--- src/hdl/pse_pkg.sv ---
package pse_pkg;

   localparam int unsigned LOOK_DEPTH   = 4;
   localparam int unsigned HDR_FIXED    = 3;
   localparam int unsigned PES_OVERHEAD = 6;

   localparam logic [23:0] START_PREFIX = 24'h000001;
   localparam logic [7:0]  ID_VIDEO     = 8'hE0;
   localparam logic [7:0]  ID_PACK      = 8'hBA;
   localparam logic [7:0]  BYTE_ZERO    = 8'h00;
   localparam logic [7:0]  BYTE_ONE     = 8'h01;

   // results of one request, drained one per cycle while rsp_chan is ready
   typedef struct packed {
      logic [2:0]                       count;
      logic [LOOK_DEPTH-1:0][7:0]       es_bytes;
      logic [LOOK_DEPTH-1:0]            starts;
   } bundle_type;

   function automatic bundle_type push(bundle_type b, logic [7:0] d, logic s);
      bundle_type r;
      r = b;
      if (r.count < 3'(LOOK_DEPTH)) begin
         r.es_bytes[r.count[1:0]] = d;
         r.starts[r.count[1:0]]   = s;
         r.count                  = r.count + 3'd1;
      end
      return r;
   endfunction

endpackage

--- src/hdl/pse_if.sv ---
interface pse_req_if #(parameter int CHUNK_SIZE_BITS = 20) ();
   logic                       valid;
   logic                       ready;
   logic [7:0]                 data_byte;
   logic                       chunk_first;
   logic                       chunk_last;
   logic [CHUNK_SIZE_BITS-1:0] chunk_size;

   modport source (output valid, data_byte, chunk_first, chunk_last, chunk_size,
                   input ready);
   modport sink (input valid, data_byte, chunk_first, chunk_last, chunk_size,
                 output ready);
endinterface

interface pse_rsp_if ();
   logic       valid;
   logic       ready;
   logic [7:0] es_byte;
   logic       frame_start;
   logic       run_last;

   modport source (output valid, es_byte, frame_start, run_last, input ready);
   modport sink (input valid, es_byte, frame_start, run_last, output ready);
endinterface

--- src/hdl/ps_to_h264_es_extractor_top.sv ---
// Results of a request are registered and appear on rsp_chan the cycle after it is accepted.
// A new request is taken every cycle while each yields at most one result and rsp_chan is ready;
// a request yielding n results (up to 4) holds the result buffer until all n are drained.
// Reset: synchronous, clears parser state and the result buffer.
module ps_to_h264_es_extractor_top #(
   parameter int CHUNK_SIZE_BITS = 20
) (
   input logic        clock,
   input logic        reset,
   pse_req_if.sink    req_chan,
   pse_rsp_if.source  rsp_chan
);
   import pse_pkg::*;

   bundle_type bundle_ff, bundle_in, step_bundle;
   logic [1:0] idx_ff, idx_in;
   logic       accept, entry_last, rsp_take;

   pse_parser #(
      .CHUNK_SIZE_BITS (CHUNK_SIZE_BITS)
   ) u_parser (
      .clock       (clock),
      .reset       (reset),
      .step_en     (accept),
      .data_byte   (req_chan.data_byte),
      .chunk_first (req_chan.chunk_first),
      .chunk_last  (req_chan.chunk_last),
      .chunk_size  (req_chan.chunk_size),
      .bundle      (step_bundle)
   );

   assign entry_last           = ({1'b0, idx_ff} + 3'd1) == bundle_ff.count;
   assign rsp_chan.valid       = bundle_ff.count != 3'd0;
   assign rsp_chan.es_byte     = bundle_ff.es_bytes[idx_ff];
   assign rsp_chan.frame_start = bundle_ff.starts[idx_ff];
   assign rsp_chan.run_last    = entry_last;
   assign rsp_take             = rsp_chan.valid && rsp_chan.ready;
   assign req_chan.ready       = (bundle_ff.count == 3'd0) || (rsp_take && entry_last);
   assign accept               = req_chan.valid && req_chan.ready;

   always_comb begin
      bundle_in = bundle_ff;
      idx_in    = idx_ff;
      if (accept) begin
         bundle_in = step_bundle;
         idx_in    = '0;
      end else if (rsp_take) begin
         if (entry_last) begin
            bundle_in.count = 3'd0;
            idx_in          = '0;
         end else begin
            idx_in = idx_ff + 2'd1;
         end
      end
   end

   always_ff @(posedge clock) begin
      if (reset) begin
         bundle_ff.count <= 3'd0;
         idx_ff          <= '0;
      end else begin
         bundle_ff.count <= bundle_in.count;
         idx_ff          <= idx_in;
      end
      bundle_ff.es_bytes <= bundle_in.es_bytes;
      bundle_ff.starts   <= bundle_in.starts;
   end

endmodule

--- src/hdl/pse_parser.sv ---
module pse_parser #(
   parameter int CHUNK_SIZE_BITS = 20
) (
   input  logic                       clock,
   input  logic                       reset,
   input  logic                       step_en,
   input  logic [7:0]                 data_byte,
   input  logic                       chunk_first,
   input  logic                       chunk_last,
   input  logic [CHUNK_SIZE_BITS-1:0] chunk_size,
   output pse_pkg::bundle_type        bundle
);
   import pse_pkg::*;

   typedef enum logic [2:0] {
      PH_SCAN, PH_LEN_HI, PH_LEN_LO, PH_HDR, PH_SKIP, PH_ES
   } phase_type;

   typedef enum logic [1:0] {
      MODE_IGNORE, MODE_DECIDE, MODE_SINGLE, MODE_SCAN
   } mode_type;

   logic [31:0]                win_ff, win_in;
   logic [CHUNK_SIZE_BITS-1:0] pos_ff, pos_in, pos_cur;
   logic [CHUNK_SIZE_BITS:0]   pos_inc;
   mode_type                   mode_ff, mode_in;
   phase_type                  phase_ff, phase_in;
   logic [15:0]                left_ff, left_in;
   logic [7:0]                 skip_ff, skip_in;
   logic [2:0]                 pidx_ff, pidx_in;
   logic [LOOK_DEPTH-1:0][7:0] look_ff, look_in;
   logic                       open_ff, open_in;
   logic [16:0]                need;
   logic                       start;
   bundle_type                 bnd;

   function automatic bundle_type flush_held(bundle_type b, logic [2:0] n, logic open,
                                             logic [LOOK_DEPTH-1:0][7:0] look);
      bundle_type r;
      r = b;
      for (int i = 0; i < LOOK_DEPTH - 1; i++) begin
         if (3'(i) < n && open) begin
            r = push(r, look[i], 1'b0);
         end
      end
      return r;
   endfunction

   always_comb begin
      bnd      = '0;
      win_in   = win_ff;
      mode_in  = mode_ff;
      phase_in = phase_ff;
      left_in  = left_ff;
      skip_in  = skip_ff;
      pidx_in  = pidx_ff;
      look_in  = look_ff;
      open_in  = open_ff;
      pos_cur  = pos_ff;
      need     = '0;
      start    = 1'b0;

      if (chunk_first) begin
         if (phase_in == PH_ES && pidx_in < 3'(LOOK_DEPTH)) begin
            bnd = flush_held(bnd, pidx_in, open_in, look_in);
         end
         phase_in = PH_SCAN;
         mode_in  = MODE_DECIDE;
         win_in   = '0;
         left_in  = '0;
         skip_in  = '0;
         pidx_in  = '0;
         pos_cur  = '0;
      end

      pos_inc = {1'b0, pos_cur} + (CHUNK_SIZE_BITS+1)'(1);
      win_in  = {win_in[23:0], data_byte};

      if (mode_in != MODE_IGNORE) begin
         unique case (phase_in)
            PH_SCAN: begin
               if (mode_in == MODE_DECIDE) begin
                  if (pos_cur == CHUNK_SIZE_BITS'(HDR_FIXED)) begin
                     if (win_in == {START_PREFIX, ID_VIDEO}) begin
                        mode_in  = MODE_SINGLE;
                        phase_in = PH_LEN_HI;
                     end else if (win_in == {START_PREFIX, ID_PACK}) begin
                        mode_in = MODE_SCAN;
                     end else begin
                        mode_in = MODE_IGNORE;
                     end
                  end
               end else if (mode_in == MODE_SCAN && win_in == {START_PREFIX, ID_VIDEO} &&
                            pos_inc < {1'b0, chunk_size}) begin
                  phase_in = PH_LEN_HI;
               end
            end
            PH_LEN_HI: begin
               left_in  = {data_byte, 8'h00};
               phase_in = PH_LEN_LO;
            end
            PH_LEN_LO: begin
               left_in = {left_in[15:8], data_byte};
               pidx_in = '0;
               need    = {1'b0, left_in} + 17'(PES_OVERHEAD);
               if (mode_in == MODE_SINGLE && 33'(chunk_size) < 33'(need)) begin
                  mode_in  = MODE_IGNORE;
                  phase_in = PH_SCAN;
               end else if (left_in == 16'd0) begin
                  phase_in = PH_SCAN;
                  win_in   = '0;
               end else begin
                  phase_in = PH_HDR;
               end
            end
            PH_HDR, PH_SKIP, PH_ES: begin
               if (phase_in == PH_HDR) begin
                  if (pidx_in >= 3'(HDR_FIXED - 1)) begin
                     skip_in  = data_byte;
                     pidx_in  = '0;
                     phase_in = (data_byte != 8'd0) ? PH_SKIP : PH_ES;
                  end else begin
                     pidx_in = pidx_in + 3'd1;
                  end
               end else if (phase_in == PH_SKIP) begin
                  skip_in = skip_in - 8'd1;
                  if (skip_in == 8'd0) begin
                     pidx_in  = '0;
                     phase_in = PH_ES;
                  end
               end else begin
                  if (pidx_in < 3'(LOOK_DEPTH)) begin
                     look_in[pidx_in[1:0]] = data_byte;
                     pidx_in = pidx_in + 3'd1;
                     if (pidx_in == 3'(LOOK_DEPTH)) begin
                        start = look_in[0] == BYTE_ZERO && look_in[1] == BYTE_ZERO &&
                                look_in[2] == BYTE_ZERO && look_in[3] == BYTE_ONE;
                        if (start) begin
                           open_in = 1'b1;
                        end
                        if (open_in) begin
                           for (int i = 0; i < LOOK_DEPTH; i++) begin
                              bnd = push(bnd, look_in[i], start && i == 0);
                           end
                        end
                     end
                  end else if (open_in) begin
                     bnd = push(bnd, data_byte, 1'b0);
                  end
               end
               left_in = left_in - 16'd1;
               if (left_in == 16'd0) begin
                  if (phase_in == PH_ES && pidx_in < 3'(LOOK_DEPTH)) begin
                     bnd     = flush_held(bnd, pidx_in, open_in, look_in);
                     pidx_in = 3'(LOOK_DEPTH);
                  end
                  phase_in = PH_SCAN;
                  win_in   = '0;
               end
            end
            default: begin
               phase_in = PH_SCAN;
            end
         endcase
      end

      if (chunk_last) begin
         if (phase_in == PH_ES && pidx_in < 3'(LOOK_DEPTH)) begin
            bnd     = flush_held(bnd, pidx_in, open_in, look_in);
            pidx_in = 3'(LOOK_DEPTH);
         end
         phase_in = PH_SCAN;
         mode_in  = MODE_IGNORE;
      end

      pos_in = pos_inc[CHUNK_SIZE_BITS-1:0];
   end

   assign bundle = bnd;

   always_ff @(posedge clock) begin
      if (reset) begin
         win_ff   <= '0;
         pos_ff   <= '0;
         mode_ff  <= MODE_IGNORE;
         phase_ff <= PH_SCAN;
         left_ff  <= '0;
         skip_ff  <= '0;
         pidx_ff  <= '0;
         look_ff  <= '0;
         open_ff  <= 1'b0;
      end else if (step_en) begin
         win_ff   <= win_in;
         pos_ff   <= pos_in;
         mode_ff  <= mode_in;
         phase_ff <= phase_in;
         left_ff  <= left_in;
         skip_ff  <= skip_in;
         pidx_ff  <= pidx_in;
         look_ff  <= look_in;
         open_ff  <= open_in;
      end
   end

endmodule

--- src/flat_wrapper.sv ---
// flat-port wrapper written by rule: the top's interface ports become plain ports
module ps_to_h264_es_extractor_top_flat import pse_pkg::*;
#(
   parameter int CHUNK_SIZE_BITS = 20
)
  (clock, reset, req_chan_valid, req_chan_data_byte, req_chan_chunk_first, req_chan_chunk_last, req_chan_chunk_size, req_chan_ready, rsp_chan_valid, rsp_chan_es_byte, rsp_chan_frame_start, rsp_chan_run_last, rsp_chan_ready);
  pse_req_if #(.CHUNK_SIZE_BITS(CHUNK_SIZE_BITS)) req_chan_i ();
  pse_rsp_if rsp_chan_i ();
  input logic clock;
  input logic reset;
  input wire logic [$bits(req_chan_i.valid)-1:0] req_chan_valid;
  input wire logic [$bits(req_chan_i.data_byte)-1:0] req_chan_data_byte;
  input wire logic [$bits(req_chan_i.chunk_first)-1:0] req_chan_chunk_first;
  input wire logic [$bits(req_chan_i.chunk_last)-1:0] req_chan_chunk_last;
  input wire logic [$bits(req_chan_i.chunk_size)-1:0] req_chan_chunk_size;
  output wire logic [$bits(req_chan_i.ready)-1:0] req_chan_ready;
  output wire logic [$bits(rsp_chan_i.valid)-1:0] rsp_chan_valid;
  output wire logic [$bits(rsp_chan_i.es_byte)-1:0] rsp_chan_es_byte;
  output wire logic [$bits(rsp_chan_i.frame_start)-1:0] rsp_chan_frame_start;
  output wire logic [$bits(rsp_chan_i.run_last)-1:0] rsp_chan_run_last;
  input wire logic [$bits(rsp_chan_i.ready)-1:0] rsp_chan_ready;
  assign req_chan_i.valid = req_chan_valid;
  assign req_chan_i.data_byte = req_chan_data_byte;
  assign req_chan_i.chunk_first = req_chan_chunk_first;
  assign req_chan_i.chunk_last = req_chan_chunk_last;
  assign req_chan_i.chunk_size = req_chan_chunk_size;
  assign req_chan_ready = req_chan_i.ready;
  assign rsp_chan_valid = rsp_chan_i.valid;
  assign rsp_chan_es_byte = rsp_chan_i.es_byte;
  assign rsp_chan_frame_start = rsp_chan_i.frame_start;
  assign rsp_chan_run_last = rsp_chan_i.run_last;
  assign rsp_chan_i.ready = rsp_chan_ready;
  ps_to_h264_es_extractor_top #(.CHUNK_SIZE_BITS(CHUNK_SIZE_BITS)) u_core (.clock(clock), .reset(reset), .req_chan(req_chan_i), .rsp_chan(rsp_chan_i));
endmodule
--- config.mk ---
export PLATFORM = sky130hd
export DESIGN_NAME = ps_to_h264_es_extractor_top_flat
export DESIGN_NICKNAME = d
export VERILOG_FILES = /design/src/hdl/pse_pkg.sv /design/src/hdl/pse_if.sv /design/src/hdl/ps_to_h264_es_extractor_top.sv /design/src/hdl/pse_parser.sv /design/src/flat_wrapper.sv
export SDC_FILE = /design/constraint.sdc
export NUM_CORES = 1
export LEC_CHECK = 0
export BUFFER_PORTS_ARGS = -buffer_cell sky130_fd_sc_hd__buf_2
export CORE_MARGIN = 4
export CORE_UTILIZATION = 30
export DETAILED_ROUTE_END_ITERATION = 8
export PLACE_DENSITY = 0.48
export SLEW_MARGIN = 20
export SYNTH_ARGS = -nofsm -noshare
export SYNTH_HDL_FRONTEND = slang
export SYNTH_SLANG_ARGS = --single-unit
--- constraint.sdc ---
create_clock -name clock -period 10.1 [get_ports clock]
set_input_delay 0.505 -clock clock [delete_from_list [all_inputs] [get_ports clock]]
set_output_delay 0.505 -clock clock [all_outputs]
set_load 0.01 [all_outputs]
Word level (Yosys, flattened, before mapping)
Cells that the tools add are included.
- flip-flop bits (word level): 150
- output and inout bits: 12
- logic and storage cells: 416
- add/subtract/negate cells: 19
- $lt $le $gt $ge: 55
- equality and inequality tests: 20
- multiplexer cells: 227
- bitwise gates (word level): 24
- reductions and logical operators: 52
- operator list (operator ; number):
    39-bit two-way mux ; 74
    32-bit bitwise mux ; 14
    8-bit demux with 2-bit select ; 13
    24-bit two-way mux ; 7
    32-bit two-way mux ; 5
    8-bit two-way mux ; 20
    3-bit two-way mux ; 30
    32-bit by 9-bit equality test with 1-bit output (second input constant) ; 2
    4-bit AND ; 12
    3-bit < comparator (second input constant) ; 16
    4-bit inverter ; 12
    16-bit case mux with 3 select lines ; 1
    24-bit case mux with 2 select lines ; 1
    2-bit by 3-bit < comparator with 1-bit output (second input constant) ; 14
    3-bit by 1-bit adder with 3-bit output (second input constant) ; 13
    37-bit two-way mux ; 1
    1-bit logical AND ; 34
    16-bit logical NOT ; 2
    8-bit logical NOT ; 4
    16-bit two-way mux ; 2
    1-bit two-way mux ; 29
    2-bit by 1-bit >= comparator with 1-bit output (second input constant) ; 13
    1-bit demux with 2-bit select ; 12
    2-bit two-way mux ; 11
    36 further kinds ; 55

Logic depth before layout (Yosys ltp)
Gate-level depths: netlist (run 1).
- depth after elaboration: 147
- depth in mapped cells: 47
- depth with buffers taken out: 41

By module
Synthesis (run 1) repeated with hierarchy kept, for this count alone.
- cells, all modules: 2267
- area, all modules: 16188.0 sq um
- by module, submodules not included (module ; times used ; cells an instance ; area each (sq um) ; sequential area each (sq um)):
    pse_parser ; 1 ; 2192 ; 14631.5 ; 2182.1
    ps_to_h264_es_extractor_top ; 1 ; 75 ; 1556.5 ; 1181.1

Least setup slack after synthesis (run 1)
OpenSTA, ideal clock, no wires.
- path kind: register to register
- from: register u_core.u_parser.open_ff
- to: register u_core.bundle_ff[26] in the netlist's numbering (data pin)
- arrival time: 8774 ps
- data required time: 9835 ps
- path slack: 1062 ps
- cell stages (with the launch flop): 41
- buffers on the path: 8
- cells stage by stage: dfxtp_1 > clkbuf_1 > clkbuf_1 > o21a_1 > clkbuf_1 > ha_1 > clkbuf_1 > and2_1 > nand3_1 > nor2_1 > clkbuf_1 > mux2i_1 > ha_1 > clkbuf_1 > a21oi_1 > clkbuf_1 > mux2i_1 > ha_1 > [5 not listed] > xnor2_2 > inv_2 > ha_1 > or4_1 > o311ai_0 > a31oi_2 > ha_1 > mux2_2 > ha_1 > nor2_1 > o21bai_1 > inv_1 > ha_1 > nand3_4 > clkbuf_1 > o221ai_1 > o211ai_1 > o31ai_2
- RTL lines (element ; RTL line ; source):
    start: declaration ; pse_parser.sv:32 ; logic open_ff, open_in;
    start signal: assignment ; pse_parser.sv:201 ; open_ff <= open_in;
    end: declaration ; ps_to_h264_es_extractor_top.sv:15 ; bundle_type bundle_ff, bundle_in, step_bundle;

==> metrics.md, run 1 <==
| Metric | Value |
|---|---|
| Leading cell types by count after synthesis | sky130_fd_sc_hd__nand2_1 (241), sky130_fd_sc_hd__nor2_1 (235), sky130_fd_sc_hd__a21oi_1 (170) |
| Post-CTS clock slew at the launch and capture registers of the worst setup and hold paths | 0.07 ns |
| Number of library cell types mapped by synthesis | roughly 100 |
| Global routing met3 resource utilization | about 7% |
| Count of input and output buffers | 45 |
| Max-slew headroom | 20.1% |
| Initial Utilization | a little under a third |
| Crit path max-delay cell type | sky130_fd_sc_hd__or4_1 |
| Busiest layer in global routing | met2 |
| Number of levels in the clock H-tree | 4 |
| Maximum number of pins on one net before global-route repair | 63 |
| Layout cells sized above 1 | 10.1% |
| Detailed Route WL | 77700 um |
| Smallest hold slack | between 0.3 and 0.4 ns |
| Accumulated negative setup slack | 0 ns |
| Delay contributed by the slowest stage of the critical path | 0.60 ns |
| Synth Flop Type | sky130_fd_sc_hd__dfxtp_1 |
| Leakage power | 6.18 nW |
| Most repeated cell in the gate-level netlist after synthesis | sky130_fd_sc_hd__nand2_1 |
| Async set or reset register ratio after synthesis | 0% |
| Proportion of synthesized chip area in sequential cells | 21.4% |
| Worst Path Class, Setup | flip-flop to flip-flop |
| Synth top area share | ~14% |
| Share of the cycle needed by the critical path after routing | 94.0% |
| CP most frequent cell | sky130_fd_sc_hd__ha_1 |
| Nature of the critical path startpoint | flip-flop |
| Number of buffers added by the clock tree synthesis step | 17 |
| Number of vias in the routed layout | 18200 |
| Peak supply drop | roughly 0.13 mV |
| Critical path arrival | 9.81 ns |
| Remaining design rule violation count | 0 |
| Hold Path Class | input pin to flip-flop |
| Pwr per Cell Area | 85.2 nW/um^2 |
| Wire per inst | 27.4 um |
| Number of inserted diodes | 0 |
| Clock latency of the later-clocked register in the worst-skew pair | roughly 0.5 ns |
| Cell Area, Synth | 15700 um^2 |
| Fmax | between 0.1 and 0.15 GHz |
| Overall die area | 56200 um^2 |
| Synthesis-stage register bit count | 150 |
| Worst Clk Skew | approximately 0.014 ns |
| Vias in the first global route | 16500 |
| Count of warnings emitted by yosys | 0 |
| Overall track demand over capacity in global routing | 26.7% |
| Mapped Avg Cell Area | between 7 and 8 um^2 |
| Final Critical Period | 9.50 ns |
| Global placement routability congestion | 1.05 |
| Post-DR vias/cell | 6.39 |
| Number of max-cap violations | 0 |
| Placement row count | 83 |
| Instance count of the mapped netlist | 2181 |
| Largest cells by area after synthesis | sky130_fd_sc_hd__dfxtp_1 (14%), sky130_fd_sc_hd__edfxtp_1 (6.9%), sky130_fd_sc_hd__ha_1 (5.9%) |
| Count of nets left with antenna violations after detail routing | 0 |
| Post-synth EDFFs | 36 |
| Clock root buffer | sky130_fd_sc_hd__clkbuf_16 |
| Syn Nets | 2289 |
| Global-route met1 utilization | around two fifths |
| Die span in x | roughly 240 um |
| Worst-margin pin slew | approximately 1.2 ns |
| CTS tree | yes |
| Setup repair after global routing missed its margin | false |
| Sinks on Clock Net | 150 |
| Count of endpoints failing hold in the final timing report | 0 |
| Core area | roughly 52000 um^2 |
| Cell type contributing the most total cell area after synthesis | sky130_fd_sc_hd__dfxtp_1 |
| Top-level I/O count | 46 |
| Req. time, crit path | 10.41 ns |
| Final count of negative-setup-slack endpoints | 0 |
| Detail Placement HPWL | 58300 um |
| Count of pins over their slew limit | 0 |
| CTS max path bufs | 2 |
| Met2 usage | a little under two fifths |
| Maximum fanout encountered on the critical timing path | 18 |
| DR iter-0 viols | around 2900 |
| GR Overflow Total | 0 |
| Die extent in y | 237 um |
| Pre-Repair DR Iteration Count | 6 |
| Area growth from synthesis to final layout | 9.77% |
| Status | finished, final reports clean |
| Crit end category | flip-flop |
| Initial antenna violation count | 0 |
| Total Nets Final | 2256 |
| Wire length of the first global-routing pass | ~110000 um |
[flip-flops by register name (all words and copies together), names as in the netlist, 2 cells and up]
signal,flops
u_core.u_parser.look_ff,32
u_core.u_parser.phase_ff,3
u_core.u_parser.left_ff,16
u_core.u_parser.win_ff,24
u_core.u_parser.pidx_ff,3
u_core.u_parser.mode_ff,2
u_core.u_parser.skip_ff,8
u_core.u_parser.pos_ff,20
u_core.idx_ff,2
u_core.bundle_ff,39
[where the power goes]
group	internal, W	leakage (nW)	switching (W)
Sequential	0.000627	1.30	0.0000160
Clock	0.000325	0.261	0.000306
Combinational	0.0000585	4.63	0.000139
Total	0.00101	6.18	0.000462
[cells in the final DEF, fill, tap and decap left out, types with 10 or more instances in the layout]
cell type	Yosys	layout
sky130_fd_sc_hd__and2_1	27	27
sky130_fd_sc_hd__nand3_1	75	74
sky130_fd_sc_hd__o22ai_1	30	30
sky130_fd_sc_hd__edfxtp_1	36	36
sky130_fd_sc_hd__nor2b_1	20	20
sky130_fd_sc_hd__a31oi_1	27	27
sky130_fd_sc_hd__or3_1	22	22
sky130_fd_sc_hd__a32oi_1	12	12
sky130_fd_sc_hd__ha_1	74	73
sky130_fd_sc_hd__o211ai_1	39	39
sky130_fd_sc_hd__nand3b_1	13	13
sky130_fd_sc_hd__xor2_1	19	19
sky130_fd_sc_hd__a211oi_1	38	37
sky130_fd_sc_hd__nand2_1	241	240
sky130_fd_sc_hd__o21ai_1	17	19
sky130_fd_sc_hd__a22oi_1	44	44
sky130_fd_sc_hd__nand2b_1	29	29
sky130_fd_sc_hd__xnor2_1	21	21
sky130_fd_sc_hd__o21a_1	10	10
sky130_fd_sc_hd__dfxtp_1	114	112
sky130_fd_sc_hd__clkbuf_16	0	17
sky130_fd_sc_hd__nand4_1	22	22
sky130_fd_sc_hd__inv_1	71	71
sky130_fd_sc_hd__nor2_1	235	233
sky130_fd_sc_hd__mux2i_1	51	50
sky130_fd_sc_hd__nor3b_1	12	11
sky130_fd_sc_hd__o21ai_0	130	128
sky130_fd_sc_hd__nor3_1	54	53
sky130_fd_sc_hd__a22o_1	37	37
sky130_fd_sc_hd__a21o_1	23	23
sky130_fd_sc_hd__o221ai_1	36	36
sky130_fd_sc_hd__buf_2	13	43
sky130_fd_sc_hd__and3_1	26	26
sky130_fd_sc_hd__a221oi_1	29	29
sky130_fd_sc_hd__a21oi_1	170	167
sky130_fd_sc_hd__nor4_1	28	28
sky130_fd_sc_hd__buf_4	4	71
[per-stage QoR]
step	instances	utilization, %	total power (W)	worst slack (ns)	area [um^2]
after detailed placement	2807	32.3	0.000848	0.0738	16700
after floorplan	2181	-	0.000768	1.06	15700
after global placement	2807	32.3	0.000847	0.531	16700
final	2841	33.5	0.00147	0.602	17300
after CTS	2839	33.4	0.00149	0.0461	17200
after global routing	2841	33.5	0.00153	0.00735	17300
[routing by layer]
layer	up-vias	routed length [um]
li1	8158	-
met1	8763	34400
met2	1066	32400
met3	169	8110
met4	0	2830
met5	-	0
[cells by family (layout without fill, tap and decap cells)]
logic type	after synthesis	after routing	synth area share (%)
simple gates	865	865	27.3
compound gates	746	746	32.2
buf+inv	240	220	6.06
flops	150	150	21.4
fa+ha+maj	74	74	5.88
mux	64	64	4.82
xor+xnor	41	41	2.33
other cells	1	1	0.0238
[final cells by class]
cell class	instances	area, um^2
Timing Repair Buffer	114	748
Multi-Input combinational cell	1791	11500
Inverter	74	279
Fill cell	5528	34300
Tap cell	680	851
Sequential cell	150	3370
Clock inverter	12	95.1
Clock buffer	20	450
[critical path, delay by kind of cell (launching register included)]
| family | cells | cell delay (ns) |
|---|---|---|
| multiplexers | 3 | 0.73 |
| flip-flops | 1 | 0.39 |
| AND/OR/NAND/NOR | 10 | 2.26 |
| XOR/XNOR | 1 | 0.22 |
| adder cells (fa/ha/maj) | 9 | 2.82 |
| buffers and inverters | 6 | 0.87 |
| AO/OA/AOI/OAI | 10 | 2.06 |
[timing repair]
item,in CTS,in global routing
buffers inserted,0,2
setup endpoints to repair,0,34
hold buffers,0,0
gates resized for setup,0,10
[final timing paths]
path	from	to	slack [ns]	cells past startpoint
min reg2reg	u_core.u_parser.pos_ff[1]	u_core.u_parser.pos_ff[1]	0.47	2
max reg2reg	u_core.u_parser.pidx_ff[2]	u_core.bundle_ff[24]	0.60	39
min	rsp_chan_ready	u_core.bundle_ff[38]	0.34	4
max	u_core.u_parser.pidx_ff[2]	u_core.bundle_ff[24]	0.60	39
Power figures use the tool's default switching activity.
==> run 2: changes to the inputs <==
Settings changed: GPL_TIMING_DRIVEN set to 1, RECOVER_POWER set to 25.
==> run 2 against run 1 <==
The flow now finishes with violations (capacitance limit, slew limit). Critical path type unchanged. Combinational power hardly changed. Clock skew increased by 0.0011 ns. Sequential share of layout area up 0.057 points. Critical endpoint unchanged. Largest power group unchanged. Register-to-register slack about the same.
==> metrics.md, run 2 (synthesized netlist as in run 1, its figures left out) <==
| Metric | Value |
|---|---|
| Status | finished with violations |
| Failing checks | capacitance limit, slew limit |
| Number of flip-flops under the largest register name | 39 (unchanged) |
| Post-CTS clock slew at the launch and capture registers of the worst setup and hold paths | 0.07 ns (about the same) |
| CP most frequent cell | sky130_fd_sc_hd__ha_1 |
| Share of the cycle needed by the critical path after routing | 93.9% (-0.12 points) |
| Number of max-cap violations | 6 (+6) |
| Die extent in y | 237 um (unchanged) |
| Number of vias in the routed layout | 18200 (+0.48%) |
| Layout cells sized above 1 | 9.16% (-0.97 points) |
| Leading cell type in the layout, fill and taps excluded | sky130_fd_sc_hd__nand2_1 |
| Worst Path Class, Setup | flip-flop to flip-flop |
| Count of input and output buffers | 45 (unchanged) |
| Top-level I/O count | 46 (unchanged) |
| Area growth from synthesis to final layout | 9.45% |
| Leakage power | 6.11 nW (-1.3%) |
| Remaining design rule violation count | 0 (unchanged) |
| Global placement routability congestion | 1.05 (unchanged) |
| Crit end category | flip-flop |
| Commonest non-fill, non-tap cells in the layout | sky130_fd_sc_hd__nand2_1 (240), sky130_fd_sc_hd__nor2_1 (233), sky130_fd_sc_hd__a21oi_1 (167) |
| Max-slew headroom | -54.9% (-75 points) |
| Total Nets Final | 2256 (unchanged) |
| Setup repair after global routing missed its margin | false |
| Initial antenna violation count | 0 (unchanged) |
| Reg with most FFs | u_core.bundle_ff |
| DR iter-0 viols | 2847 (-1.2%) |
| Number of inserted diodes | 0 (unchanged) |
| Fmax | 0.105 GHz (+0.13%) |
| CTS hold repair buffers | 0 (unchanged) |
| Critical path arrival | 9.80 ns (about the same) |
| Core area | 51600 um^2 (unchanged) |
| Overall track demand over capacity in global routing | 26.7% (unchanged) |
| Wire length of the first global-routing pass | 114000 um (unchanged) |
| Worst Clk Skew | 0.0154 ns (+0.00110 ns) |
| Count of endpoints failing hold in the final timing report | 0 (unchanged) |
| Delay contributed by the slowest stage of the critical path | 0.60 ns (about the same) |
| Clock root buffer | sky130_fd_sc_hd__clkbuf_16 |
| Die span in x | 237 um (unchanged) |
| GR Overflow Total | 0 (unchanged) |
| Vias in the first global route | 16500 (unchanged) |
| Number of buffers added by the clock tree synthesis step | 17 (unchanged) |
| Smallest hold slack | 0.330 ns (-0.00626 ns) |
| Pwr per Cell Area | 85.6 nW/um^2 (+0.47%) |
| Top flop regs | u_core.bundle_ff x39, u_core.u_parser.look_ff x32, u_core.u_parser.win_ff x24 |
| Placement row count | 83 (unchanged) |
| Maximum fanout encountered on the critical timing path | 18 (unchanged) |
| Number of levels in the clock H-tree | 4 (unchanged) |
| Detailed Route WL | 77900 um (+0.17%) |
| PnR Total Power | 0.00147 W (+0.18%) |
| Req. time, crit path | 10.42 ns (about the same) |
| CTS tree | yes |
| Post-DR vias/cell | 6.42 (+0.48%) |
| CTS max path bufs | 2 (unchanged) |
| Crit path max-delay cell type | sky130_fd_sc_hd__or4_1 |
| Peak supply drop | 0.135 mV (+0.58%) |
| Worst-margin pin slew | 2.32 ns (+1.14 ns) |
| Initial Utilization | 30.5% (unchanged) |
| Hold Path Class | input pin to flip-flop |
| Clock latency of the later-clocked register in the worst-skew pair | 0.50 ns (about the same) |
| Pre-Repair DR Iteration Count | 6 (unchanged) |
| Sinks on Clock Net | 150 (unchanged) |
| Nature of the critical path startpoint | flip-flop |
| Wire per inst | 27.4 um (+0.17%) |
| Count of nets left with antenna violations after detail routing | 0 (unchanged) |
| Maximum number of pins on one net before global-route repair | 63 (unchanged) |
| Overall die area | 56200 um^2 (unchanged) |
| Accumulated negative setup slack | 0 ns (unchanged) |
| Final Critical Period | 9.49 ns (-0.0124 ns) |
| Count of pins over their slew limit | 236 (+236) |
| Detail Placement HPWL | 58300 um (unchanged) |
| Final count of negative-setup-slack endpoints | 0 (unchanged) |
| Util after Layout | 33.4% (-0.097 points) |
-- run 2: power by group --
group          switching [W]  internal [W]  total [W]  leakage, nW
sequential         0.0000158      0.000627   0.000643         1.30
combinational       0.000140     0.0000576   0.000197         4.55
clock               0.000310      0.000325   0.000635        0.261
-- run 2: area by class of cell --
type | instances | area [um^2]
clock buffers | 20 | 450
clock inverters | 12 | 95.1
fillers | 5543 | 34400
inverters | 74 | 279
multi-input cells | 1791 | 11500
flip-flops and latches | 150 | 3370
well taps | 680 | 851
repair buffers | 114 | 703
-- run 2: what timing repair did --
action / in CTS / in global routing
endpoints found under the setup margin: 0 / 34
gates resized for setup: 0 / 10
buffers inserted: 0 / 2
-- run 2: final timing paths --
check	cells after the start	end	slack (ns)	from
worst max-delay path	39	u_core.bundle_ff[24]	0.61	u_core.u_parser.pidx_ff[2]
worst min-delay path	4	u_core.bundle_ff[38]	0.33	rsp_chan_ready
worst min register to register	2	u_core.u_parser.pos_ff[1]	0.47	u_core.u_parser.pos_ff[1]
worst max register to register	39	u_core.bundle_ff[24]	0.61	u_core.u_parser.pidx_ff[2]
-- run 2: stage by stage --
stage,std cells,setup slack [ns],cell area (um^2)
after floorplan,2181,1.06,15700
after global placement,2807,0.531,16700
after detailed placement,2807,0.0738,16700
after CTS,2839,0.0461,17200
after global routing,2841,0.00681,17200
final,2841,0.615,17200
-- run 2: worst max-delay path, delay by kind of cell (launching register included) --
family / cells / cell delay (ns)
compound gates: 10 / 2.02
xor+xnor: 1 / 0.22
fa+ha+maj: 9 / 2.83
buf+inv: 6 / 0.86
flops: 1 / 0.39
mux: 3 / 0.73
simple gates: 10 / 2.26
-- run 2: layer usage --
metal / track usage, % / vias up / wire length [um]
met2: 38.4 / 1093 / 32300
met1: 38.4 / 8801 / 34600
met3: 6.99 / 197 / 8100
met4: 9.59 / 0 / 2890
li1: - / 8153 / -
met5: 0 / - / 0
==> run 3: changes to the inputs <==
Settings changed: ABC_AREA set to 1, PLACE_DENSITY 0.48 to unset, PLACE_DENSITY_LB_ADDON set to 0.25.
==> run 3 against run 2 <==
The run still ends with capacitance limit, slew limit left. Clock-buffer cell count decreased by 3. Setup slack improved by 0.14 ns. Sequential power decreased by 1%. Largest power group is now clock. Highest routed layer is now met5.
==> metrics.md, run 3 <==
| Metric | Value |
|---|---|
| Status | finished with violations |
| Failing checks | capacitance limit, slew limit |
| Area growth from synthesis to final layout | 8.92% |
| Maximum fanout encountered on the critical timing path | 12 (-6) |
| Number of flip-flops under the largest register name | 39 (unchanged) |
| Count of buffer and inverter cells on the critical path | 6 (unchanged) |
| Core area | 54000 um^2 (+4.7%) |
| Cell Area, Synth | 16400 um^2 (+4.4%) |
| Number of levels in the clock H-tree | 4 (unchanged) |
| Cell type contributing the most total cell area after synthesis | sky130_fd_sc_hd__nand2_1 |
| Number of library cell types mapped by synthesis | 69 (-34%) |
| Post-CTS Setup Repair Bufs | 0 (unchanged) |
| Path depth of the worst reg2reg path | 46 (+18%) |
| Leakage power | 8.18 nW (+34%) |
| Count of input and output buffers | 45 (unchanged) |
| Met2 usage | 41.7% (+3.3 points) |
| Worst Clk Skew | 0.0214 ns (+0.00601 ns) |
| Layout cells sized above 1 | 7.03% (-2.1 points) |
| DR iter-0 viols | 2686 (-5.7%) |
| Destination of the worst hold path | u_core.idx_ff[1] |
| GR Overflow Total | 0 (unchanged) |
| Total Nets Final | 2870 (+27%) |
| Worst hold path cell count | 4 (unchanged) |
| Proportion of synthesized chip area in sequential cells | 20.5% (-0.90 points) |
| Die span in x | 242 um (+2.1%) |
| Final standard cell count with taps included and fillers excluded | 3472 (+22%) |
| Async set or reset register ratio after synthesis | 0% (unchanged) |
| Remaining design rule violation count | 0 (unchanged) |
| Commonest non-fill, non-tap cells in the layout | sky130_fd_sc_hd__nand2_1 (667), sky130_fd_sc_hd__inv_1 (361), sky130_fd_sc_hd__o21ai_0 (244) |
| Worst path depth | 46 (+18%) |
| Fraction of power spent switching nets | 34.6% (+3.1 points) |
| Accumulated negative setup slack | 0 ns (unchanged) |
| CTS hold repair buffers | 0 (unchanged) |
| Final count of negative-setup-slack endpoints | 0 (unchanged) |
| Wire length of the first global-routing pass | 126000 um (+11%) |
| Initial Utilization | 30.4% (-0.082 points) |
| Detailed Route WL | 87700 um (+13%) |
| Start of the worst register-to-register path | u_core.u_parser.pidx_ff[0] |
| Total placed cells including tap cells | 3439 (+23%) |
| P_sw | 0.000542 W (+16%) |
| Vias in the first global route | 18400 (+11%) |
| Worst-margin pin slew | 2.65 ns (+0.321 ns) |
| Count of warnings emitted by yosys | 0 (unchanged) |
| Crit end category | flip-flop |
| Max-slew headroom | -76.3% (-21 points) |
| Final Critical Period | 9.34 ns (-0.140 ns) |
| Reg with most FFs | u_core.bundle_ff |
| Synthesis-stage register bit count | 150 (unchanged) |
| Synth top area share | 15.2% (+0.74 points) |
| Share of the cycle needed by the critical path after routing | 92.5% (-1.4 points) |
| Sinks on Clock Net | 150 (unchanged) |
| Req. time, crit path | 10.31 ns (-0.11 ns) |
| Initial antenna violation count | 3 (+3) |
| Post-synth EDFFs | 36 (unchanged) |
| Syn Nets | 2883 (+26%) |
| CP most frequent cell | sky130_fd_sc_hd__nand2_1 |
| Fmax | 0.107 GHz (+1.5%) |
| End of the worst register-to-register path | u_core.bundle_ff[1] |
| Leading cell types by count after synthesis | sky130_fd_sc_hd__nand2_1 (667), sky130_fd_sc_hd__inv_1 (363), sky130_fd_sc_hd__o21ai_0 (248) |
| Hold Path Class | input pin to flip-flop |
| Overall die area | 58600 um^2 (+4.2%) |
| Wire per inst | 25.3 um (-7.8%) |
| Detail Placement HPWL | 68500 um (+18%) |
| Post-CTS clock slew at the launch and capture registers of the worst setup and hold paths | 0.07 ns (about the same) |
| Largest cells by area after synthesis | sky130_fd_sc_hd__nand2_1 (15%), sky130_fd_sc_hd__dfxtp_1 (14%), sky130_fd_sc_hd__inv_1 (8.3%) |
| Pwr per Cell Area | 87.4 nW/um^2 (+2.2%) |
| Top flop regs | u_core.bundle_ff x39, u_core.u_parser.look_ff x32, u_core.u_parser.win_ff x24 |
| Crit path max-delay cell type | sky130_fd_sc_hd__a21oi_1 |
| Worst Path Class, Setup | flip-flop to flip-flop |
| CTS tree | yes |
| Clock latency of the later-clocked register in the worst-skew pair | 0.51 ns (about the same) |
| Global placement routability congestion | 1.10 (+4.5%) |
| Share of power burned in the clock network | 43.0% (about the same) |
| Number of buffers added by the clock tree synthesis step | 17 (unchanged) |
| Count of pins over their slew limit | 49 (-79%) |
| Peak supply drop | 0.0963 mV (-28%) |
| Mapped Avg Cell Area | 5.92 um^2 (-18%) |
| Delay contributed by the slowest stage of the critical path | 0.55 ns (-0.05 ns) |
| Most repeated cell in the gate-level netlist after synthesis | sky130_fd_sc_hd__nand2_1 |
| Number of vias in the routed layout | 20300 (+11%) |
| Comb pwr share | 16.4% (+3.0 points) |
| Post-DR vias/cell | 5.84 (-9.1%) |
| Critical path arrival | 9.56 ns (-0.24 ns) |
| Synth Flop Type | sky130_fd_sc_hd__dfxtp_1 |
| Count of nets left with antenna violations after detail routing | 0 (unchanged) |
| Busiest layer in global routing | met2 |
| Origin of the worst min-delay path | rsp_chan_ready |
| Die extent in y | 242 um (+2.1%) |
| Largest delay contributor family on the critical path | adder cells |
| Leading cell type in the layout, fill and taps excluded | sky130_fd_sc_hd__nand2_1 |
| Clock root buffer | sky130_fd_sc_hd__clkbuf_16 |
| Flop-to-flop setup slack | 0.76 ns (+0.14 ns) |
| Instance count of the mapped netlist | 2775 (+27%) |
| Pre-Repair DR Iteration Count | 7 (+1) |
| Count of endpoints failing hold in the final timing report | 0 (unchanged) |
| Global-route met1 utilization | 39.7% (+1.4 points) |
| Top-level I/O count | 46 (unchanged) |
| Global routing met3 resource utilization | 5.89% (-1.1 points) |
| Setup repair after global routing missed its margin | false |
| Number of max-cap violations | 1 (-5) |
| Source of the critical timing path | u_core.u_parser.pidx_ff[0] |
| Placement row count | 85 (+2.4%) |
| Sequential Power Share | 40.6% (-3.0 points) |
| Maximum number of pins on one net before global-route repair | 58 (-7.9%) |
| CTS max path bufs | 2 (unchanged) |
| Nature of the critical path startpoint | flip-flop |
| Overall track demand over capacity in global routing | 28.8% (+2.0 points) |
| Internal power of the cells | 0.00102 W (+1.4%) |
-- run 3: cell types whose count changed in the layout (fill, tap and decap cells not counted), sizes merged, moves of 42 or more --
cell | previous run | this run
a21oi | 174 | 239
nand3 | 78 | 208
mux2i | 51 | 2
o22ai | 30 | 82
a22oi | 44 | 2
o21ai | 148 | 269
inv | 77 | 394
nand2 | 242 | 686
-- run 3: per-stage QoR --
stage	setup WS (ns)	util, %	hold WS, ns	power [W]	instance area [um^2]
after detailed placement	0.892	32.0	0.438	0.000895	17300
after floorplan	2.32	-	0.418	0.000796	16400
after global routing	0.201	33.1	0.341	0.00162	17900
after CTS	0.832	33.2	0.281	0.00157	17900
after global placement	0.952	32.0	0.428	0.000895	17300
final	0.755	33.1	0.302	0.00157	17900
-- run 3: cell type report --
cell class | instances | area, um^2
fill | 6010 | 36100
multi-input combinational | 2108 | 11100
sequential | 150 | 3360
inverter | 399 | 1500
tap | 696 | 871
timing repair buffer | 86 | 504
clock buffer | 17 | 425
clock inverter | 15 | 178
antenna | 1 | 2.50
-- run 3: worst reg2reg max path: cells and delay by family (launching register included) --
| family | cells | cell delay [ns] |
|---|---|---|
| multiplexers | 1 | 0.36 |
| buffers and inverters | 6 | 0.78 |
| adder cells (fa/ha/maj) | 11 | 3.08 |
| AND/OR/NAND/NOR | 23 | 2.88 |
| flip-flops | 1 | 0.53 |
| AO/OA/AOI/OAI | 5 | 1.45 |
-- run 3: repair_timing --
item,4_1_cts,5_1_grt
endpoints found under the hold margin,0,0
resized for setup,0,1
setup endpoints to repair,0,1
-- run 3: how the worst max path moves through the flow --
| stage | to | slack [ns] |
|---|---|---|
| 2_1_floorplan | u_core.bundle_ff[31] | 2.32 |
| 3_3_place_gp | u_core.bundle_ff[1] | 0.95 |
| 3_5_place_dp | u_core.bundle_ff[1] | 0.89 |
| 4_1_cts | u_core.bundle_ff[1] | 0.83 |
| 5_1_grt | u_core.bundle_ff[28] | 0.20 |
| 6_report | u_core.bundle_ff[1] | 0.76 |
-- run 3: logic make-up after synthesis --
group / Yosys count / share of synthesized area, %
compound gates: 758 / 27.0
xor+xnor: 30 / 1.60
fa+ha+maj: 74 / 5.63
buf+inv: 517 / 12.4
flops: 150 / 20.5
mux: 3 / 0.266
other cells: 1 / 0.0228
simple gates: 1242 / 32.6
-- run 3: routing by layer --
metal  vias up  wire length (um)
met2      1247             36100
li1       9393                 -
met3       240              8760
met4         4              5520
met1      9386             37400
met5         -                18
-- run 3: power groups by stage --
stage / Combinational, W / Sequential [W] / Clock (W)
finish: 0.000257 / 0.000635 / 0.000673
detailed placement: 0.000247 / 0.000648 / 0
global placement: 0.000247 / 0.000648 / 0
floorplan: 0.000152 / 0.000644 / 0
global route: 0.000274 / 0.000636 / 0.000713
CTS: 0.000248 / 0.000634 / 0.000690
